--- config.mk ---
export PLATFORM = sky130hd
export DESIGN_NAME = msvt_lane
export DESIGN_NICKNAME = d
export VERILOG_FILES = /design/src/sv/matrix_stack_vector_transform_macros.svh /design/src/sv/msvt_pkg.sv /design/src/sv/msvt_lane.sv
export SDC_FILE = /design/constraint.sdc
export NUM_CORES = 2
export LEC_CHECK = 0
export BUFFER_PORTS_ARGS = -buffer_cell sky130_fd_sc_hd__buf_2
export CAP_MARGIN = 25
export CELL_PAD_IN_SITES_DETAIL_PLACEMENT = 1
export CELL_PAD_IN_SITES_GLOBAL_PLACEMENT = 1
export CORE_MARGIN = 2
export CORE_UTILIZATION = 50
export CTS_CLUSTER_DIAMETER = 80
export DETAILED_ROUTE_END_ITERATION = 8
export GPL_ROUTABILITY_DRIVEN = 0
export HOLD_SLACK_MARGIN = 0.02
export PLACE_DENSITY_LB_ADDON = 0.1
export SYNTH_ARGS = -nofsm -noshare
export SYNTH_HDL_FRONTEND = slang
export SYNTH_SLANG_ARGS = --single-unit
export TNS_END_PERCENT = 30
--- constraint.sdc ---
create_clock -name aclk -period 8.75 [get_ports aclk]
set_input_delay 0.875 -clock aclk [delete_from_list [all_inputs] [get_ports aclk]]
set_output_delay 0.875 -clock aclk [all_outputs]
set_load 0.01 [all_outputs]
--- src/sv/matrix_stack_vector_transform_macros.svh ---
// Assertion macros for the matrix stack vector transform block.
// Used by files that check their own logic; expects aclk and aresetn in scope.
`ifndef MATRIX_STACK_VECTOR_TRANSFORM_MACROS_SVH
`define MATRIX_STACK_VECTOR_TRANSFORM_MACROS_SVH

// Condition holds at every clock edge out of reset.
`define MSVT_ASSERT_HOLDS(lbl, cond) \
    lbl: assert property (@(posedge aclk) disable iff (!aresetn) (cond)) \
        else $error("msvt invariant violated");

// Antecedent at one edge implies consequent at the next edge.
`define MSVT_ASSERT_NEXT(lbl, ante, cons) \
    lbl: assert property (@(posedge aclk) disable iff (!aresetn) (ante) |=> (cons)) \
        else $error("msvt sequence violated");

`endif

--- src/sv/msvt_pkg.sv ---
// Shared types and constants of the matrix stack vector transform block.
// No dependencies; imported by every module of the block.
`default_nettype none

package msvt_pkg;

    localparam int FRAC_BITS       = 12;
    localparam int STACK_DEPTH_DEF = 20;
    localparam int LEVEL_W         = 5;
    localparam int COEF_W          = 16;
    localparam int ROW_W           = 3 * COEF_W;
    localparam int WORD_W          = 32;

    localparam logic [2:0] CMD_ROTATE     = 3'd0;
    localparam logic [2:0] CMD_ROT_TRANS  = 3'd1;
    localparam logic [2:0] CMD_PUSH       = 3'd2;
    localparam logic [2:0] CMD_POP        = 3'd3;
    localparam logic [2:0] CMD_LOAD_ROW   = 3'd4;
    localparam logic [2:0] CMD_LOAD_TRANS = 3'd5;

    localparam logic [1:0] ROW_COUNT = 2'd3;

    typedef struct packed {
        logic        [2:0]  cmd;
        logic signed [31:0] vec_x;
        logic signed [31:0] vec_y;
        logic signed [31:0] vec_z;
        logic        [1:0]  row_sel;
        logic signed [15:0] coef_a;
        logic signed [15:0] coef_b;
        logic signed [15:0] coef_c;
        logic signed [31:0] shift_x;
        logic signed [31:0] shift_y;
        logic signed [31:0] shift_z;
    } in_item_t;

    typedef struct packed {
        logic signed [31:0]        out_x;
        logic signed [31:0]        out_y;
        logic signed [31:0]        out_z;
        logic                      refused;
        logic        [LEVEL_W-1:0] level;
    } out_item_t;

    typedef struct packed {
        logic [2:0][ROW_W-1:0]  rot;
        logic [2:0][WORD_W-1:0] trans;
    } stack_entry_t;

    typedef struct packed {
        logic capture;
        logic add_trans;
    } lane_ctrl_t;

    typedef struct packed {
        logic               load;
        logic               is_xform;
        logic               refused;
        logic [LEVEL_W-1:0] level;
    } res_ctrl_t;

    typedef enum logic [1:0] {
        SEQ_IDLE,
        SEQ_EXEC,
        SEQ_FINISH
    } seq_state_t;

endpackage

`default_nettype wire

--- src/sv/msvt_lane.sv ---
// One row lane: three 16x16 products registered, then sum, shift and optional offset.
// Depends on msvt_pkg.
`default_nettype none

module msvt_lane
    import msvt_pkg::*;
(
    input  wire logic                     aclk,
    input  wire lane_ctrl_t               ctrl,
    input  wire logic [ROW_W-1:0]         row,
    input  wire logic [2:0][COEF_W-1:0]   vec,
    input  wire logic [WORD_W-1:0]        trans,
    output logic      [WORD_W-1:0]        res
);

    logic signed [WORD_W-1:0] prod_reg  [3];
    logic signed [WORD_W-1:0] prod_next [3];
    logic        [WORD_W-1:0] sum;
    logic signed [WORD_W-1:0] shifted;

    always_comb begin
        for (int c = 0; c < 3; c++) begin
            prod_next[c] = $signed(row[COEF_W*c +: COEF_W]) * $signed(vec[c]);
        end
    end

    always_ff @(posedge aclk) begin
        if (ctrl.capture) begin
            for (int c = 0; c < 3; c++) begin
                prod_reg[c] <= prod_next[c];
            end
        end
    end

    always_comb begin
        sum     = prod_reg[0] + prod_reg[1] + prod_reg[2];
        shifted = $signed(sum) >>> FRAC_BITS;
        res     = ctrl.add_trans ? shifted + trans : shifted;
    end

endmodule

`default_nettype wire

==> out/summary.txt <==
Run status = finished clean
Min-delay src = ctrl[1]
Most frequent cell after synthesis = inv_1
Worst path required time = 7.88 ns
Nets@finish = 5090
Detail Placement HPWL = 77300 um
Period utilization = 82.6%
All-Layer GR Usage = 25.7%
Port bufs = 162
Crit Path Class = flip-flop to output pin
Fraction of layout cells with a size suffix above 1 = 5.60%
Chip width = 271 um
Relative slew slack = 48.5%
Post-synthesis sequential element count = 96
Cts hold-fix bufs = 0
Initial Utilization = 50.3%
Cells after synthesis = 3768
Hold Crit Class = input port to flip-flop
Setup Fix Bufs, Post-CTS = 0
Avg WL per Cell = 18.8 um
Total negative slack = 0 ns
Worst Path Arrival = 6.35 ns
Storage cell area = 2880 um2
Startpoint type of the worst setup path = flip-flop
CTS sink cnt = 96
Worst Path Max Fanout = 7
Syn Nets = 5023
Syn Area/Cell = 9.49 um2
WL final = 90100 um
CP max stage delay = 0.50 ns
Die ar. = 73700 um2
Top post-synthesis cells by area = fa_1, ha_1, inv_1
Post_cts resized = 0
Pre-Repair DR Iteration Count = 5
Final ANT Viol Nets = 0
Largest net degree at the start of global routing = 59
RSZ-0062 raised after global routing = no
First-pass GRT wire length = 151000 um
EDFF count, synth = 96
Peak Freq = 0.138 GHz
Worst path cell trace = fa_1 > ha_1 > nand4_1 > a21oi_1 > o21ai_0 > a22oi_2 > a21oi_2 > nor2b_1 > o221ai_1 > o21ba_2 > xnor2_1 > ha_1 > nand3_1 > nor2_1 > a221o_1 > a221oi_2 > o31ai_1 > and3_1 > a221o_1 > a21oi_1 > xnor2_1 > a21o_1 > buf_2
Core ar. = 71100 um2
Kind of end point of the critical path = output pin
Drt via density = 5.22
Final hold viol count = 0
CP max stage cell = xnor2_1
Area occupied by multi-input gates = 29000 um2
CTS clk-pin slew, worst paths = 0.07 ns
Fin. max-slew vios = 0
Worst Hold Path Cells = 1
Asr flop ratio synth = 0%
CTS tree = yes
Grt ovf = 0
Vias post-DR = 25.0k
Dominant synthesized flop cell = edfxtp_1
# rows = 98
Number of antenna violations at the first check in global routing = 3
Register area share after synthesis = 8.06%
Number of flip-flops in the largest register = 96
Final setup fails = 0
Delay-heaviest family, CP = compound AO/OA/AOI/OAI gates
Initial DRC Count = 1041
Yosys warns = 0
Max Cap Viol = 0
Worst Max-Slew Pin Slew = 0.772 ns
Netlist cell types = 67
Total CTS buffers = 9
# fillers = 8197
Post-Syn Area = 35800 um2
CTS Root Buffer Type = clkbuf_16
Worst Hold End = prod_reg[0][16]$_DFFE_PP_
Leading area contributor after synthesis = fa_1
H-tree levels = 3
Layout area overhead = 5.26%
Synth top area share = 45.7%
Clock Path Buffers = 2
Number of remaining DRC errors = 0
I/O Pins = 163
Final min period = 7.23 ns
Via count of the first global-routing pass = 28.7k
Die height = 271 um
Crit path buf inv count = 1
Most frequent cells after synthesis = inv_1, fa_1, nand2_1
layout make-up:
type,count,share of cell area [%]
flip-flops and latches,96,7.66
clock buffers,11,0.618
inverters,917,9.14
multi-input cells,2646,77.1
diodes,1,0.00665
repair buffers,165,2.22
clock inverters,5,0.103
well taps,950,3.16
placed cells by master (no fill, tap or decap), drive strengths merged, types with 3 or more instances in the layout:
cell type  count
a21boi         3
a221oi         3
nand3         26
a41o           3
nor3          19
a221o          3
o211ai        11
nor2          95
xor2          35
and2         367
o21a          17
o21ai         57
a21oi        133
o31ai          4
inv          920
nand2b        24
o221ai         3
a31oi         12
mux2          16
xnor2        124
buf          165
nand4          7
a2111oi        5
fa           817
a211o          3
nor2b         14
or3            7
edfxtp        96
ha           307
nand2        404
and3           8
clkbuf        11
a21o          56
a211oi        10
o21bai        25
o21ba          3
kinds of logic after synthesis:
| group | Yosys count | share of synthesized area, % |
|---|---|---|
| adders and majority gates | 1124 | 56.5 |
| muxes | 16 | 0.504 |
| buffers and inverters | 1026 | 10.8 |
| and+or+nand+nor | 981 | 13.6 |
| AOI/OAI and AO/OA | 366 | 6.68 |
| DFF | 96 | 8.06 |
| xor gates and xnor gates | 159 | 3.92 |
worst max-delay path by stage:
stage	start	to	cells past startpoint
after floorplan	row[47]	prod_reg[0][95]$_DFFE_PP_	22
after global placement	row[15]	prod_reg[0][31]$_DFFE_PP_	22
after detailed placement	row[15]	prod_reg[0][31]$_DFFE_PP_	22
after CTS	prod_reg[0][35]$_DFFE_PP_	res[31]	24
after global routing	prod_reg[0][35]$_DFFE_PP_	res[31]	25
final	prod_reg[0][81]$_DFFE_PP_	res[28]	23
metrics by stage:
stage / utilization (%) / cell area, um2 / setup WS, ns / instances / hold WS, ns
floorplan: - / 35800 / 1.85 / 3768 / 0.987
global placement: 52.5 / 37400 / 1.46 / 4774 / 1.40
detailed placement: 52.5 / 37400 / 1.35 / 4774 / 1.41
CTS: 52.9 / 37600 / 1.42 / 4790 / 1.04
global route: 52.9 / 37600 / 0.907 / 4791 / 1.06
finish: 52.9 / 37600 / 1.52 / 4791 / 1.04
metal layers:
metal | vias to the layer above | part of all wire [%] | GRT usage (%)
li1 | 11432 | - | -
met3 | 53 | 2.8 | 1.64
met4 | 0 | 1.2 | 3.44
met5 | - | 0 | 0
met1 | 13197 | 45 | 35.5
met2 | 350 | 51 | 46.0
Power is left out: the tool's default activity adds up to more than one toggle a clock period on the data nets, which glitch-free logic cannot reach.
