`src/sv/matrix_stack_vector_transform_macros.svh`:
```
// Assertion macros for the matrix stack vector transform block.
// Used by files that check their own logic; expects aclk and aresetn in scope.
`ifndef MATRIX_STACK_VECTOR_TRANSFORM_MACROS_SVH
`define MATRIX_STACK_VECTOR_TRANSFORM_MACROS_SVH

// Condition holds at every clock edge out of reset.
`define MSVT_ASSERT_HOLDS(lbl, cond) \
    lbl: assert property (@(posedge aclk) disable iff (!aresetn) (cond)) \
        else $error("msvt invariant violated");

// Antecedent at one edge implies consequent at the next edge.
`define MSVT_ASSERT_NEXT(lbl, ante, cons) \
    lbl: assert property (@(posedge aclk) disable iff (!aresetn) (ante) |=> (cons)) \
        else $error("msvt sequence violated");

`endif

```
`src/sv/msvt_pkg.sv`:
```
// Shared types and constants of the matrix stack vector transform block.
// No dependencies; imported by every module of the block.
`default_nettype none

package msvt_pkg;

    localparam int FRAC_BITS       = 12;
    localparam int STACK_DEPTH_DEF = 20;
    localparam int LEVEL_W         = 5;
    localparam int COEF_W          = 16;
    localparam int ROW_W           = 3 * COEF_W;
    localparam int WORD_W          = 32;

    localparam logic [2:0] CMD_ROTATE     = 3'd0;
    localparam logic [2:0] CMD_ROT_TRANS  = 3'd1;
    localparam logic [2:0] CMD_PUSH       = 3'd2;
    localparam logic [2:0] CMD_POP        = 3'd3;
    localparam logic [2:0] CMD_LOAD_ROW   = 3'd4;
    localparam logic [2:0] CMD_LOAD_TRANS = 3'd5;

    localparam logic [1:0] ROW_COUNT = 2'd3;

    typedef struct packed {
        logic        [2:0]  cmd;
        logic signed [31:0] vec_x;
        logic signed [31:0] vec_y;
        logic signed [31:0] vec_z;
        logic        [1:0]  row_sel;
        logic signed [15:0] coef_a;
        logic signed [15:0] coef_b;
        logic signed [15:0] coef_c;
        logic signed [31:0] shift_x;
        logic signed [31:0] shift_y;
        logic signed [31:0] shift_z;
    } in_item_t;

    typedef struct packed {
        logic signed [31:0]        out_x;
        logic signed [31:0]        out_y;
        logic signed [31:0]        out_z;
        logic                      refused;
        logic        [LEVEL_W-1:0] level;
    } out_item_t;

    typedef struct packed {
        logic [2:0][ROW_W-1:0]  rot;
        logic [2:0][WORD_W-1:0] trans;
    } stack_entry_t;

    typedef struct packed {
        logic capture;
        logic add_trans;
    } lane_ctrl_t;

    typedef struct packed {
        logic               load;
        logic               is_xform;
        logic               refused;
        logic [LEVEL_W-1:0] level;
    } res_ctrl_t;

    typedef enum logic [1:0] {
        SEQ_IDLE,
        SEQ_EXEC,
        SEQ_FINISH
    } seq_state_t;

endpackage

`default_nettype wire

```
`src/sv/msvt_merge.sv`:
```
// Merging stage: combines the three lane results with stack status into the
// result register. Depends on msvt_pkg.
`default_nettype none

module msvt_merge
    import msvt_pkg::*;
(
    input  wire logic                   aclk,
    input  wire logic                   aresetn,
    input  wire res_ctrl_t              ctrl,
    input  wire logic [2:0][WORD_W-1:0] lane_res,
    output logic                        free,
    output logic                        m_valid,
    input  wire logic                   m_ready,
    output out_item_t                   m_item
);

    logic      valid_reg;
    logic      valid_next;
    out_item_t item_reg;
    out_item_t item_next;

    always_comb begin
        free       = !valid_reg || m_ready;
        valid_next = ctrl.load ? 1'b1 : (m_ready ? 1'b0 : valid_reg);
        item_next.out_x   = ctrl.is_xform ? lane_res[0] : '0;
        item_next.out_y   = ctrl.is_xform ? lane_res[1] : '0;
        item_next.out_z   = ctrl.is_xform ? lane_res[2] : '0;
        item_next.refused = ctrl.refused;
        item_next.level   = ctrl.level;
    end

    always_ff @(posedge aclk) begin
        if (!aresetn) begin
            valid_reg <= 1'b0;
        end else begin
            valid_reg <= valid_next;
        end
    end

    always_ff @(posedge aclk) begin
        if (ctrl.load) begin
            item_reg <= item_next;
        end
    end

    assign m_valid = valid_reg;
    assign m_item  = item_reg;

endmodule

`default_nettype wire

```
`config.mk`:
```
export PLATFORM = sky130hd
export DESIGN_NAME = msvt_merge
export DESIGN_NICKNAME = d
export VERILOG_FILES = /design/src/sv/matrix_stack_vector_transform_macros.svh /design/src/sv/msvt_pkg.sv /design/src/sv/msvt_merge.sv
export SDC_FILE = /design/constraint.sdc
export NUM_CORES = 1
export LEC_CHECK = 0
export BUFFER_PORTS_ARGS = -buffer_cell sky130_fd_sc_hd__buf_2
export CAP_MARGIN = 25
export CORE_MARGIN = 8
export CORE_UTILIZATION = 40
export CTS_CLUSTER_SIZE = 40
export DETAILED_ROUTE_END_ITERATION = 10
export HOLD_SLACK_MARGIN = 0.15
export PLACE_DENSITY = 0.73
export SLEW_MARGIN = 20
export SYNTH_ARGS = -nofsm -noshare
export SYNTH_HDL_FRONTEND = slang
export SYNTH_SLANG_ARGS = --single-unit
```
`constraint.sdc`:
```
create_clock -name aclk -period 0.8 [get_ports aclk]
set_input_delay 0 -clock aclk [delete_from_list [all_inputs] [get_ports aclk]]
set_output_delay 0 -clock aclk [all_outputs]
set_load 0.05 [all_outputs]
```
==> qor.yml, run 1 <==
slew_violations: 0
period_share_pct: 120.6
dieArea_mm2: 0.01282
fmax_mhz: 1037
clk_latency_ps: 350
hold_path_class: "primary input to flop"
cts.path.max_buffers: 2
drv_cap: 0
drtIter0Drc: 131
io_buffers: 210
initial_core_util_pct: 41.13
worstPathMaxFanout: 1
h-tree-depth: 3
placed_area_mm2: 0.005007
grtUsageTotal_pct: 18.38
post_cts_buffers: 0
crit_family: "flip-flops"
ys_seq_area_share_pct: 81.51
vias: 2893
tritoncts: "done"
fin_nets: 640
crit_path_top_delay_cell: "edfxtp_1"
hpwlAfterDp_mm: 6.997
worst_slack_ps: -164.7
dp_worst_setup_slack_ps: 61.61
overflow: 0
firstDrtPassIters: 4
cts_root_buf: "clkbuf_8"
instances_no_fill: 649
drc: 0
critPathMaxStageDelay_ps: 430
grt_pass1_wl_mm: 17.89
power_density_mw_per_mm2: 1929
yosys_warnings: 0
drt-vias-per-instance: 4.458
area_delta_synth_final_pct: 82.04
coreArea_mm2: 0.009196
end_kind: "output port"
die_w_um: 113.2
peakVddDrop_uv: 1059
cts_hold_buffers: 103
cts_made_buffers: 9
status: "complete, but fails checks"
switching_share_pct: 30.03
tightestPinTransition_ps: 221.7
drive_gt1_share_pct: 43.20
path_cells: "buf_6"
p_int_mw: 9.296
ios: 211
timing.final.crit_period_ps: 964.7
required_ps: 800
failed_checks: "negative hold slack, negative setup slack"
rsz0062_at_grt: "yes"
cts.clk_slew.worst_paths_ps: 100
rows: 35
p_clk_share_pct: 23.8
final_area_mm2: 0.006885
postRouteAntennaNets: 0
fillers: 539
fin_worst_skew_ps: 0
grt_pass1_vias: 3273
syn_area_per_cell_um2: 17.84
cts.sinks: 103
wl_mm: 11.78
synth_fp_nets: 319
antenna_found_initial: 1
switching_power_mw: 3.989
relSlewSlack_pct: 85.22
ys_ff_latch: 103
netlist_area_mm2: 0.003782
leakage_nw: 2.887
report.final.hold_viol_count: 1
critPathBufInv: 1
die_h_um: 113.2
p_seq_share_pct: 49.8
comb_power_share_pct: 26.4
gp_congestion: 0.7023
total_power_mw: 13.28
synth_cell_types: 8
cp_data_arrival_time_ps: 960
hold_ws_ps: -78.49
setup_viol_count_final: 104
worst-setup-path-type: "flop to output port"
route.detailed.wl_per_inst_um: 18.15
synthCells: 212
start_kind: "flop"
dpl.cell_count: 530
grt_start_max_net_pins: 54
Yosys cell counts (all sizes together):
cell type | number | area (µm²)
a21boi | 1 | 7.510
buf | 10 | 81.32
inv | 1 | 3.750
edfxtp | 102 | 3063
and2 | 96 | 600.6
dfxtp | 1 | 20.02
nand2b | 1 | 6.260
registers in the layout, indices dropped and copies added (netlist names):
| signal | count |
|---|---|
| m_item | 102 |
| m_valid | 1 |
power by group through the flow:
| stage | sequential [mW] | combinational [mW] | clock [mW] |
|---|---|---|---|
| 2_1_floorplan | 8.13 | 0.239 | 0 |
| 3_3_place_gp | 6.60 | 2.56 | 0 |
| 3_5_place_dp | 6.62 | 2.58 | 0 |
| 4_1_cts | 6.61 | 3.48 | 3.24 |
| 5_1_grt | 6.65 | 3.64 | 3.49 |
| 6_report | 6.62 | 3.50 | 3.16 |
layer usage:
layer  global-route usage [%]  share of wire [%]
met1                    17.75                 36
met2                    33.57                 53
met3                    8.733                9.8
met4                    6.039                1.9
met5                        0                  0
path summary, 6_finish.rpt:
path	startpoint	to	slack (ps)	cells past startpoint
worst max-delay path	m_item[32]	m_item[32]	-160	1
worst min-delay path	m_ready	m_valid	-80	3
worst max register to register	m_valid	m_valid	190	2
worst min register to register	m_valid	m_valid	520	2
logic make-up (layout without fill, tap and decap cells):
group,after synthesis,count (layout),synth area share (%)
flip-flops,103,103,81.51
AND/OR/NAND/NOR,97,97,16.04
buffers and inverters,11,336,2.249
AO/OA/AOI/OAI,1,1,0.1986
other,0,1,0
area by class of cell:
class	count	area [µm²]	share of cell area [%]
antenna	1	2.502	0.03634
clock buffer	10	127.6	1.854
clock inverter	5	58.81	0.8541
inverter	1	3.754	0.05452
multi-input combinational	98	621.8	9.031
sequential	103	3087	44.83
tap	111	138.9	2.017
timing repair buffer	320	2845	41.32
layout by cell type, fill, tap and decap left out:
master,n
a21boi_1,1
and2_1,96
buf_12,4
buf_2,105
buf_4,4
buf_6,102
buf_8,2
bufinv_16,1
clkbuf_1,1
clkbuf_8,9
clkinv_1,1
clkinv_4,1
clkinvlp_4,1
dfxtp_4,1
diode_2,1
dlygate4sd3_1,103
edfxtp_1,102
inv_1,1
inv_6,1
nand2b_4,1
metrics by stage:
| stage | utilization, % | setup TNS [ps] |
|---|---|---|
| floorplan | - | 0 |
| global placement | 54.45 | 0 |
| detailed placement | 54.45 | 0 |
| CTS | 74.84 | -14440 |
| global route | 74.87 | -18370 |
| finish | 74.87 | -12280 |
repair_timing:
| item | in CTS | in global routing |
|---|---|---|
| resized for setup | 210 | 0 |
| setup endpoints to repair | 104 | 104 |
| hold endpoints to repair | 126 | 61 |
Note: power is estimated with default switching activity, not from simulation.
==> run 2, diff against run 1 <==
CELL_PAD_IN_SITES_DETAIL_PLACEMENT = 1   (was default)
CELL_PAD_IN_SITES_GLOBAL_PLACEMENT = 2   (was default)
CORE_UTILIZATION = 28   (was 40)
PLACE_DENSITY = default   (was 0.73)
PLACE_DENSITY_LB_ADDON = 0.1   (was default)
RECOVER_POWER = 50   (was default)
==> run 2 against run 1 <==
- the flow still finishes with violations (negative hold slack, negative setup slack)
- sequential share of layout area down 0.82 points
- register-to-register slack is essentially flat
- largest cell class unchanged
- worst hold slack gained 21 ps
- total power grew 7.8%
==> qor.yml, run 2 (synthesis gave the netlist of run 1 again) <==
status: "complete, but fails checks"  # unchanged
failed_checks: "negative hold slack, negative setup slack"  # unchanged
grtUsageTotal_pct: 14.01  # was 18.38%
wl_mm: 12.09  # was 11.78 mm
cts_hold_buffers: 103  # unchanged
fin_nets: 639  # was 640
drive_gt1_share_pct: 42.27  # was 43.20%
rsz0062_at_grt: "yes"  # unchanged
gp_congestion: 0.6771  # was 0.7023
power_density_mw_per_mm2: 2042  # was 1929 mW/mm²
required_ps: 800  # about the same
final_area_mm2: 0.007014  # was 0.006885 mm²
r2r_end: "m_valid"  # unchanged
hp-start: "m_ready"  # unchanged
crit_family: "flip-flops"  # unchanged
total_power_mw: 14.33  # was 13.28 mW
cts.path.max_buffers: 2  # unchanged
die_w_um: 132.2  # was 113.2 µm
holdPathStages: 3  # unchanged
worst-setup-path-type: "flop to output port"  # unchanged
post_cts_buffers: 0  # unchanged
setup_viol_count_final: 104  # unchanged
reg2regPathDepth: 2  # unchanged
crit_path_top_delay_cell: "edfxtp_1"  # unchanged
drt-vias-per-instance: 4.046  # was 4.458
grt_start_max_net_pins: 60  # was 54
leakage_nw: 2.910  # was 2.887 nW
cts_made_buffers: 9  # unchanged
layout_commonest_cell: "buf_2"  # unchanged
grt_pass1_wl_mm: 18.80  # was 17.89 mm
worst_slack_ps: -122.7  # was -164.7 ps
antenna_found_initial: 0  # was 1
slew_violations: 0  # unchanged
overflow: 0  # unchanged
reg2reg_from: "m_valid"  # unchanged
drv_cap: 0  # unchanged
worstPathMaxFanout: 1  # unchanged
largest_reg_flops: 102  # unchanged
grt_pass1_vias: 3361  # was 3273
cp_data_arrival_time_ps: 920  # was 960 ps
cts.clk_slew.worst_paths_ps: 60  # was 100 ps
fmax_mhz: 1084  # was 1037 MHz
timing.final.crit_period_ps: 922.7  # was 964.7 ps
io_buffers: 210  # unchanged
hpwlAfterDp_mm: 8.024  # was 6.997 mm
rows: 42  # was 35
clk_latency_ps: 340  # was 350 ps
report.final.hold_viol_count: 1  # unchanged
route.detailed.wl_per_inst_um: 16.95  # was 18.15 µm
start_kind: "flop"  # unchanged
fin_worst_skew_ps: 0  # unchanged
drc: 0  # unchanged
placed_area_mm2: 0.005081  # was 0.005007 mm²
firstDrtPassIters: 4  # unchanged
die_h_um: 132.2  # was 113.2 µm
postRouteAntennaNets: 0  # unchanged
relSlewSlack_pct: 64.95  # was 85.22%
dp_worst_setup_slack_ps: 29.26  # was 61.61 ps
n_antenna_cell: 0  # was 1
coreArea_mm2: 0.01324  # was 0.009196 mm²
hold_ws_ps: -57.87  # was -78.49 ps
fillers: 1337  # was 539
end_kind: "output port"  # unchanged
critPathMaxStageDelay_ps: 410  # was 430 ps
period_share_pct: 115.3  # was 120.6%
drtIter0Drc: 137  # was 131
hold_path_class: "primary input to flop"  # unchanged
initial_core_util_pct: 28.56  # was 41.13%
vias: 2885  # was 2893
cts_root_buf: "clkbuf_16"  # was clkbuf_8
h-tree-depth: 3  # unchanged
final_cell_mix: "105 x buf_2, 103 x dlygate4sd3_1, 102 x edfxtp_1, 102 x buf_6, 96 x and2_1"  # unchanged
peakVddDrop_uv: 1175  # was 1059 µV
tightestPinTransition_ps: 525.7  # was 221.7 ps
ios: 211  # unchanged
dieArea_mm2: 0.01748  # was 0.01282 mm²
min_to: "m_valid"  # unchanged
regToRegSetupSlack_ps: 190  # about the same
area_delta_synth_final_pct: 85.44  # was 82.04%
cts.sinks: 103  # unchanged
tritoncts: "done"  # unchanged
path_cells: "buf_6"  # unchanged
critPathBufInv: 1  # unchanged
setup_tns_ps: -9753  # was -12280 ps
## run 2: changes by cell type in the layout (fill, tap and decap cells not counted), sizes merged
cell	delta
inv	-1
buf	-5
diode	-1
clkbuf	+7
clkinvlp	-1
## run 2: how the worst max path moves through the flow
stage | from | to | cells past startpoint
after global routing | m_item[36] | m_item[36] | 1
after CTS | m_item[80] | m_item[80] | 1
after detailed placement | ctrl[6] | m_item[97] | 3
final | m_item[69] | m_item[69] | 1
after global placement | ctrl[6] | m_item[97] | 3
after floorplan | m_valid | m_valid | 2
## run 2: stage by stage
stage / utilization, % / hold slack, ps / cells
after floorplan: - / 98.87 / 212
after global placement: 38.37 / 177.7 / 594
after detailed placement: 38.37 / 178.7 / 594
after CTS: 53.22 / -74.28 / 713
after global routing: 52.97 / -60.92 / 713
final: 52.97 / -57.87 / 713
## run 2: where the power goes
group | switching (mW) | internal, mW
logic | 2.05 | 1.43
registers | 0.202 | 6.42
clock network | 1.82 | 2.41
## run 2: final cells by class
cell class	instances	area [µm²]	area share, %
Clock buffer	13	240.2	3.425
Sequential cell	103	3087	44.01
Multi-Input combinational cell	98	621.8	8.865
Tap cell	176	220.2	3.139
Inverter	1	3.754	0.05351
Timing Repair Buffer	319	2804	39.98
Clock inverter	3	37.54	0.5351
## run 2: timing repair
item,in CTS,in global routing
endpoints found under the setup margin,104,104
endpoints found under the hold margin,103,1
resized for setup,210,0
## run 2: layer usage
metal,share of wire [%],GRT usage [%]
met5,0,0
met4,1.5,5.868
met3,9.0,6.212
met2,51,24.70
met1,38,14.12
